[src/sv/bls_pkg.sv]
// Shared types and codes for the bounded list block.
`default_nettype none
package bls_pkg;

  localparam int KindW  = 2;
  localparam int StatW  = 2;
  localparam int ValueW = 32;
  localparam int PosW   = 7;

  localparam logic [KindW-1:0] KIND_APPEND = 2'd0;
  localparam logic [KindW-1:0] KIND_REMOVE = 2'd1;
  localparam logic [KindW-1:0] KIND_SEARCH = 2'd2;
  localparam logic [KindW-1:0] KIND_SHOW   = 2'd3;

  localparam logic [StatW-1:0] ST_OK       = 2'd0;
  localparam logic [StatW-1:0] ST_FULL     = 2'd1;
  localparam logic [StatW-1:0] ST_EMPTY    = 2'd2;
  localparam logic [StatW-1:0] ST_NOTFOUND = 2'd3;

  typedef struct packed {
    logic             load_op;
    logic             wr_en;
    logic             cnt_inc;
    logic             cnt_dec;
    logic             idx_clr;
    logic             idx_inc;
    logic             rd_en;
    logic             out_load;
    logic [StatW-1:0] out_status;
    logic             out_sel_value;
    logic             out_sel_pos;
    logic             out_last;
  } cmd_t;

  typedef struct packed {
    logic [KindW-1:0] kind;
    logic             is_empty;
    logic             is_full;
    logic             match;
    logic             at_tail;
    logic             out_free;
  } stat_t;

endpackage
`default_nettype wire

[src/sv/bls_ctrl.sv]
// Controller state machine for the bounded list block.
`default_nettype none
module bls_ctrl (
  input  wire            clk,
  input  wire            rst,
  input  wire            in_valid,
  output logic           in_stall,
  input  bls_pkg::stat_t st,
  output bls_pkg::cmd_t  cmd
);

  localparam logic [1:0] S_IDLE   = 2'd0;
  localparam logic [1:0] S_DECODE = 2'd1;
  localparam logic [1:0] S_SCAN   = 2'd2;

  logic [1:0] state;
  logic [1:0] state_next;

  always_ff @(posedge clk) begin
    if (rst) begin
      state <= S_IDLE;
    end else begin
      state <= state_next;
    end
  end

  always_comb begin
    cmd        = '0;
    state_next = state;
    in_stall   = (state != S_IDLE);
    unique case (state)
      S_IDLE: begin
        if (in_valid) begin
          cmd.load_op = 1'b1;
          state_next  = S_DECODE;
        end
      end
      S_DECODE: begin
        unique case (st.kind)
          bls_pkg::KIND_APPEND: begin
            if (st.out_free) begin
              cmd.out_load   = 1'b1;
              cmd.out_last   = 1'b1;
              cmd.out_status = st.is_full ? bls_pkg::ST_FULL : bls_pkg::ST_OK;
              cmd.wr_en      = !st.is_full;
              cmd.cnt_inc    = !st.is_full;
              state_next     = S_IDLE;
            end
          end
          bls_pkg::KIND_REMOVE: begin
            if (st.out_free) begin
              cmd.out_load   = 1'b1;
              cmd.out_last   = 1'b1;
              cmd.out_status = st.is_empty ? bls_pkg::ST_EMPTY : bls_pkg::ST_OK;
              cmd.cnt_dec    = !st.is_empty;
              state_next     = S_IDLE;
            end
          end
          default: begin
            priority if (st.is_empty) begin
              if (st.out_free) begin
                cmd.out_load   = 1'b1;
                cmd.out_last   = 1'b1;
                cmd.out_status = bls_pkg::ST_EMPTY;
                state_next     = S_IDLE;
              end
            end else begin
              cmd.idx_clr = 1'b1;
              cmd.rd_en   = 1'b1;
              state_next  = S_SCAN;
            end
          end
        endcase
      end
      S_SCAN: begin
        priority if (st.kind == bls_pkg::KIND_SHOW) begin
          if (st.out_free) begin
            cmd.out_load      = 1'b1;
            cmd.out_status    = bls_pkg::ST_OK;
            cmd.out_sel_value = 1'b1;
            cmd.out_last      = st.at_tail;
            if (st.at_tail) begin
              state_next = S_IDLE;
            end else begin
              cmd.idx_inc = 1'b1;
              cmd.rd_en   = 1'b1;
            end
          end
        end else if (st.match) begin
          if (st.out_free) begin
            cmd.out_load    = 1'b1;
            cmd.out_status  = bls_pkg::ST_OK;
            cmd.out_sel_pos = 1'b1;
            cmd.out_last    = 1'b1;
            state_next      = S_IDLE;
          end
        end else if (st.at_tail) begin
          if (st.out_free) begin
            cmd.out_load   = 1'b1;
            cmd.out_status = bls_pkg::ST_NOTFOUND;
            cmd.out_last   = 1'b1;
            state_next     = S_IDLE;
          end
        end else begin
          cmd.idx_inc = 1'b1;
          cmd.rd_en   = 1'b1;
        end
      end
      default: begin
        state_next = S_IDLE;
      end
    endcase
  end

endmodule
`default_nettype wire

[src/sv/bls_dpath.sv]
// Datapath of the bounded list block: entry memory, count, scan index and output register.
`default_nettype none
module bls_dpath #(
  parameter int DEPTH = 32
) (
  input  wire                                   clk,
  input  wire                                   rst,
  input  bls_pkg::cmd_t                         cmd,
  output bls_pkg::stat_t                        st,
  input  wire         [bls_pkg::KindW-1:0]      kind,
  input  wire  signed [bls_pkg::ValueW-1:0]     value,
  output logic                                  out_valid,
  input  wire                                   out_stall,
  output logic        [bls_pkg::StatW-1:0]      status,
  output logic signed [bls_pkg::ValueW-1:0]     item_value,
  output logic        [bls_pkg::PosW-1:0]       position,
  output logic                                  last
);

  localparam int CntW = $clog2(DEPTH + 1);
  localparam int IdxW = (DEPTH > 1) ? $clog2(DEPTH) : 1;

  logic signed [bls_pkg::ValueW-1:0] mem [DEPTH];
  logic signed [bls_pkg::ValueW-1:0] rdata;
  logic        [bls_pkg::KindW-1:0]  op_kind;
  logic signed [bls_pkg::ValueW-1:0] op_value;
  logic        [CntW-1:0]            count;
  logic        [IdxW-1:0]            idx;
  logic        [IdxW-1:0]            rd_addr;
  logic                              out_free;

  assign out_free = !out_valid || !out_stall;
  assign rd_addr  = cmd.idx_clr ? '0 : idx + IdxW'(1);

  always_ff @(posedge clk) begin
    if (cmd.wr_en) begin
      mem[count[IdxW-1:0]] <= op_value;
    end
    if (cmd.rd_en) begin
      rdata <= mem[rd_addr];
    end
  end

  always_ff @(posedge clk) begin
    if (cmd.load_op) begin
      op_kind  <= kind;
      op_value <= value;
    end
    if (cmd.idx_clr) begin
      idx <= '0;
    end else if (cmd.idx_inc) begin
      idx <= idx + IdxW'(1);
    end
  end

  always_ff @(posedge clk) begin
    if (rst) begin
      count <= '0;
    end else if (cmd.cnt_inc) begin
      count <= count + CntW'(1);
    end else if (cmd.cnt_dec) begin
      count <= count - CntW'(1);
    end
  end

  always_ff @(posedge clk) begin
    if (rst) begin
      out_valid <= 1'b0;
    end else if (cmd.out_load) begin
      out_valid <= 1'b1;
    end else if (!out_stall) begin
      out_valid <= 1'b0;
    end
  end

  always_ff @(posedge clk) begin
    if (cmd.out_load) begin
      status     <= cmd.out_status;
      item_value <= cmd.out_sel_value ? rdata : '0;
      position   <= cmd.out_sel_pos ? bls_pkg::PosW'(idx) + bls_pkg::PosW'(1) : '0;
      last       <= cmd.out_last;
    end
  end

  always_comb begin
    st.kind     = op_kind;
    st.is_empty = (count == '0);
    st.is_full  = (count == CntW'(DEPTH));
    st.match    = (rdata == op_value);
    st.at_tail  = (CntW'(idx) + CntW'(1) == count);
    st.out_free = out_free;
  end

  a_count_bound: assert property (@(posedge clk) disable iff (rst)
    count <= CntW'(DEPTH))
    else $error("Entry count exceeds the store depth.");

  a_load_free: assert property (@(posedge clk) disable iff (rst)
    cmd.out_load |-> out_free)
    else $error("Output register loaded while a stalled beat is held.");

  a_write_room: assert property (@(posedge clk) disable iff (rst)
    cmd.wr_en |-> (count != CntW'(DEPTH)) && cmd.cnt_inc)
    else $error("Store written without room or without a count update.");

  a_dec_nonempty: assert property (@(posedge clk) disable iff (rst)
    cmd.cnt_dec |-> (count != '0))
    else $error("Remove taken on an empty list.");

  a_reset_idle: assert property (@(posedge clk)
    rst |=> !out_valid)
    else $error("Output valid after reset.");

endmodule
`default_nettype wire

[src/sv/bounded_list_stack_with_search_core.sv]
// Top level of the bounded list with tail append, tail remove, search and show.
// The block holds up to DEPTH signed 32-bit values in order. Each input beat on the
// in channel carries a kind (append, remove tail, search, show) and a value.
// An input beat is taken when in_valid is high and in_stall is low; in_stall is
// high while an item is being worked on, so one item is handled at a time.
// Result beats leave on the out channel with status, item_value, position and
// last; a beat moves when out_valid is high and out_stall is low, and last marks
// the final beat of each item.
// Append and remove load their result beat from the decode state once the output
// register is free, and the block then returns to idle to take the next item.
// Search reads one stored entry per cycle through the single memory read port,
// starting at the first entry and stopping at the first match or at the tail.
// Show emits one beat per cycle from the same read port while out_stall is low,
// and an empty list gives a single empty beat.
// When the receiver stalls, the output register holds its beat and the next result
// waits to be loaded; nothing is lost or repeated.
// Reset clears the count and the output valid; stored values need no clearing.
`default_nettype none
module bounded_list_stack_with_search_core #(
  parameter int DEPTH = 32
) (
  input  wire                               clk,
  input  wire                               rst,
  input  wire                               in_valid,
  output logic                              in_stall,
  input  wire         [bls_pkg::KindW-1:0]  kind,
  input  wire  signed [bls_pkg::ValueW-1:0] value,
  output logic                              out_valid,
  input  wire                               out_stall,
  output logic        [bls_pkg::StatW-1:0]  status,
  output logic signed [bls_pkg::ValueW-1:0] item_value,
  output logic        [bls_pkg::PosW-1:0]   position,
  output logic                              last
);

  bls_pkg::cmd_t  cmd;
  bls_pkg::stat_t st;

  bls_ctrl u_ctrl (
    .clk      (clk),
    .rst      (rst),
    .in_valid (in_valid),
    .in_stall (in_stall),
    .st       (st),
    .cmd      (cmd)
  );

  bls_dpath #(
    .DEPTH (DEPTH)
  ) u_dpath (
    .clk        (clk),
    .rst        (rst),
    .cmd        (cmd),
    .st         (st),
    .kind       (kind),
    .value      (value),
    .out_valid  (out_valid),
    .out_stall  (out_stall),
    .status     (status),
    .item_value (item_value),
    .position   (position),
    .last       (last)
  );

endmodule
`default_nettype wire
[config.mk]
export PLATFORM = sky130hd
export DESIGN_NAME = bounded_list_stack_with_search_core
export DESIGN_NICKNAME = d
export VERILOG_FILES = /design/src/sv/bls_pkg.sv /design/src/sv/bls_ctrl.sv /design/src/sv/bls_dpath.sv /design/src/sv/bounded_list_stack_with_search_core.sv
export SDC_FILE = /design/constraint.sdc
export NUM_CORES = 1
export LEC_CHECK = 0
export ABC_CLOCK_PERIOD_IN_PS = 11200
export BUFFER_PORTS_ARGS = -buffer_cell sky130_fd_sc_hd__buf_2
export CORE_MARGIN = 2
export CORE_UTILIZATION = 47
export DETAILED_ROUTE_END_ITERATION = 6
export SKIP_LAST_GASP = 1
export SLEW_MARGIN = 20
export SYNTH_ARGS = -nofsm -noshare
export SYNTH_HDL_FRONTEND = slang
export SYNTH_SLANG_ARGS = --single-unit
[constraint.sdc]
create_clock -name clk -period 11.2 [get_ports clk]
set_clock_uncertainty 0.15 [all_clocks]
set_input_delay 1.12 -clock clk [delete_from_list [all_inputs] [get_ports clk]]
set_output_delay 1.12 -clock clk [all_outputs]
set_load 0.03 [all_outputs]
==> out/metrics.yaml <==
die:
  design.core.area_mm2: 0.0963
  die_y_um: 315
  die-area_mm2: 0.0991
  io_pins: 82
  die_w_um: 315
  rows: 114
  start_util_pct: 47.2
setup_path:
  cp_max_fo: 64
  cp_top_family: "buffers and inverters"
  endpoint_kind: "flop"
  arrival_ns: 5.39
  reg2reg_slack_ns: 6.11
  max_stage_delay_ns: 0.91
  cp_slowest_cell: "buf_4"
  cp.required_ns: 11.50
  startpoint_type: "flop"
  critPathBufInv: 2
  path_cells: "ha_4 > buf_4 > buf_4 > nor2_4 > nand2_1 > a21oi_1 > o22ai_1 > a21oi_1 > a211o_1"
  critPathKind: "flop to flop"
clock_tree:
  cts-htree-levels: 3
  root_buffer: "clkbuf_16"
  cts-buffers-inserted: 115
  hold_buffers: 0
  cts.sinks: 1145
  cts_tree: "yes"
  path_clk_slew_ns: 0.07
  clock_latency_ns: 0.71
  post_cts_buffers: 0
  clk_path_buf_depth: 3
  cts_resized: 0
drt:
  drt_iter0_markers: 2936
  first_pass_iters: 5
  drc_errors: 0
  avgViaCountPerCell: 6.13
  ant_nets: 0
  wl_mm: 124
  vias: 25200
  routedWlPerCell_um: 30.3
pwr:
  seqPwrFrac_pct: 39.5
  switching_power_mw: 4.18
  ir_drop_mv: 0.228
  power_frac_comb_pct: 29.3
  intPower_mw: 8.66
  p_per_area_mw_per_mm2: 247
  p_clk_share_pct: 31.2
  switching_share_pct: 32.6
  total_power_mw: 12.8
  p_leak_nw: 17.0
sta:
  setup_viol_count_final: 0
  min_period_ns: 5.09
  slew_violations: 0
  timing.final.ws_setup_ns: 6.11
  finalSetupTns_ns: 0
  hold_violations: 0
  grt_setup_unrepaired: "no"
  fin_crit_sh_pct: 45.4
  max_slew.worst_pin.slew_ns: 1.22
  relSlewSlack_pct: 18.9
  max_freq_mhz: 197
layout:
  nNetsFinal: 2771
  mostFrequentLayoutCells: "edfxtp_1 (1131), nand2_1 (236), a21oi_1 (170)"
  drive_above_1_share_pct: 23.8
  area_growth_pct: 14.4
  final_common_cell: "edfxtp_1"
synth:
  synthMuxAreaShare_pct: 9.02
  yosys.area_share.adder_pct: 0.292
  synth_area_mm2: 0.0454
  syn-num-nets: 2647
  synth-edff-count: 1131
  synth_xor_area_share_pct: 0.904
  synthCells: 2599
  ys_async_sr_fraction_pct: 0
  ys_ff_latch: 1145
  ys_types: 79
  synth_top_family_by_area: "multiplexers"
  yosys.area_share.simple_pct: 4.89
  yosys_warnings: 0
  synthFlopType: "edfxtp_1"
  synth-compound-area-share_pct: 7.62
  synth_seq_area_share_pct: 75.4
  avgSynthCellArea_um2: 17.5
run:
  drv_cap: 0
worst_hold_path:
  holdCritPathClass: "flop to flop"
global_route:
  grt_overflow_total: 0
  grt_pass1_vias: 25000
  grt_max_degree: 127
  grt_pass1_wl_mm: 178
  antenna_found_initial: 6
  grt_usage_pct: 25.1
place:
  gp_congestion: 0.839
  preCtsSetupSlack_ns: 6.13
  io_buffers: 80
  hpwlAfterDp_mm: 72.1
outcome:
  status: "finished clean"
final cells by class:
class / count / area, µm²
fillers: 7538 / 44300
repair buffers: 174 / 1410
well taps: 1276 / 1600
inverters: 12 / 45.0
diodes: 3 / 7.51
flip-flops and latches: 1145 / 34200
multi-input cells: 1275 / 10700
clock inverters: 82 / 935
clock buffers: 136 / 3000
worst min-delay path, delay by kind of cell (launching register included):
kind,cells,cell delay [ns]
AO/OA/AOI/OAI,2,0.17
flip-flops,1,0.36
final timing paths:
path,to,depth (start not counted),from
max reg2reg,u_dpath.rdata[4]$_DFFE_PP_,9,u_dpath.idx[0]$_SDFFE_PP0P_
min,u_dpath.idx[1]$_SDFFE_PP0P_,2,u_dpath.idx[1]$_SDFFE_PP0P_
max,u_dpath.rdata[4]$_DFFE_PP_,9,u_dpath.idx[0]$_SDFFE_PP0P_
min reg2reg,u_dpath.idx[1]$_SDFFE_PP0P_,2,u_dpath.idx[1]$_SDFFE_PP0P_
registers in the layout (all words and copies together) (netlist names):
name,count
u_dpath.mem,1024
u_dpath.item_value,32
u_dpath.op_value,32
u_dpath.rdata,32
u_dpath.count,6
u_dpath.position,6
u_dpath.idx,5
u_ctrl.state,2
u_dpath.op_kind,2
u_dpath.status,2
u_dpath.last,1
u_dpath.out_valid,1
metal layers:
layer	track usage [%]	wire length [µm]
met5	0	12
met4	7.86	3520
met3	4.62	9830
met2	41.8	61700
met1	33.6	49200
per-stage QoR:
stage	utilization, %	std cells	cell area, µm²	hold WS [ns]
2_1_floorplan	-	2599	45400	0.333
3_3_place_gp	49.4	3863	47600	0.380
3_5_place_dp	49.6	3873	47800	0.411
4_1_cts	53.7	4091	51700	0.407
5_1_grt	53.9	4100	51900	0.425
6_report	53.9	4103	51900	0.428
synthesized netlist by cell type (all sizes together), types with 2 or more instances:
cell type | instances | share of area [%]
edfxtp | 1131 | 75
nand2 | 239 | 2.0
a21oi | 174 | 2.0
mux2 | 127 | 3.4
mux4 | 97 | 4.8
buf | 96 | 1.2
nand3 | 72 | 0.80
clkbuf | 71 | 0.59
nor2 | 60 | 0.51
o21ai | 42 | 0.46
nor3 | 41 | 0.51
mux2i | 37 | 0.82
o21a | 37 | 0.61
xor2 | 37 | 0.73
and2 | 34 | 0.47
o221ai | 33 | 0.64
a211o | 32 | 0.62
a221o | 32 | 0.71
a311oi | 32 | 0.62
a221oi | 31 | 1.0
o22ai | 31 | 0.43
dfxtp | 14 | 0.62
inv | 12 | 0.099
ha | 9 | 0.25
nor4 | 9 | 0.12
xnor2 | 9 | 0.17
a21o | 4 | 0.069
nand2b | 4 | 0.055
nand3b | 4 | 0.066
nand4 | 4 | 0.055
a211oi | 3 | 0.061
a31o | 3 | 0.077
and3 | 3 | 0.052
o211ai | 3 | 0.050
or3 | 3 | 0.052
a31oi | 2 | 0.028
and4 | 2 | 0.039
nor2b | 2 | 0.028
o2111ai | 2 | 0.039
o21bai | 2 | 0.033
o31ai | 2 | 0.033
or2 | 2 | 0.028
power by group through the flow:
stage,logic [mW],clock network (mW),registers [mW]
6_report,3.76,4.00,5.07
5_1_grt,3.97,4.23,5.08
4_1_cts,3.76,4.06,5.08
3_5_place_dp,3.74,0,5.17
3_3_place_gp,3.70,0,5.16
2_1_floorplan,2.43,0,5.22
cells by family (layout without fill, tap and decap cells):
logic type,Yosys count,in the layout
flip-flops,1145,1145
AND/OR/NAND/NOR,484,484
AO/OA/AOI/OAI,473,473
multiplexers,261,261
buffers and inverters,179,404
XOR/XNOR,46,46
adder cells (fa/ha/maj),10,10
other,1,4
No activity file was read; power rests on OpenSTA's default activity.
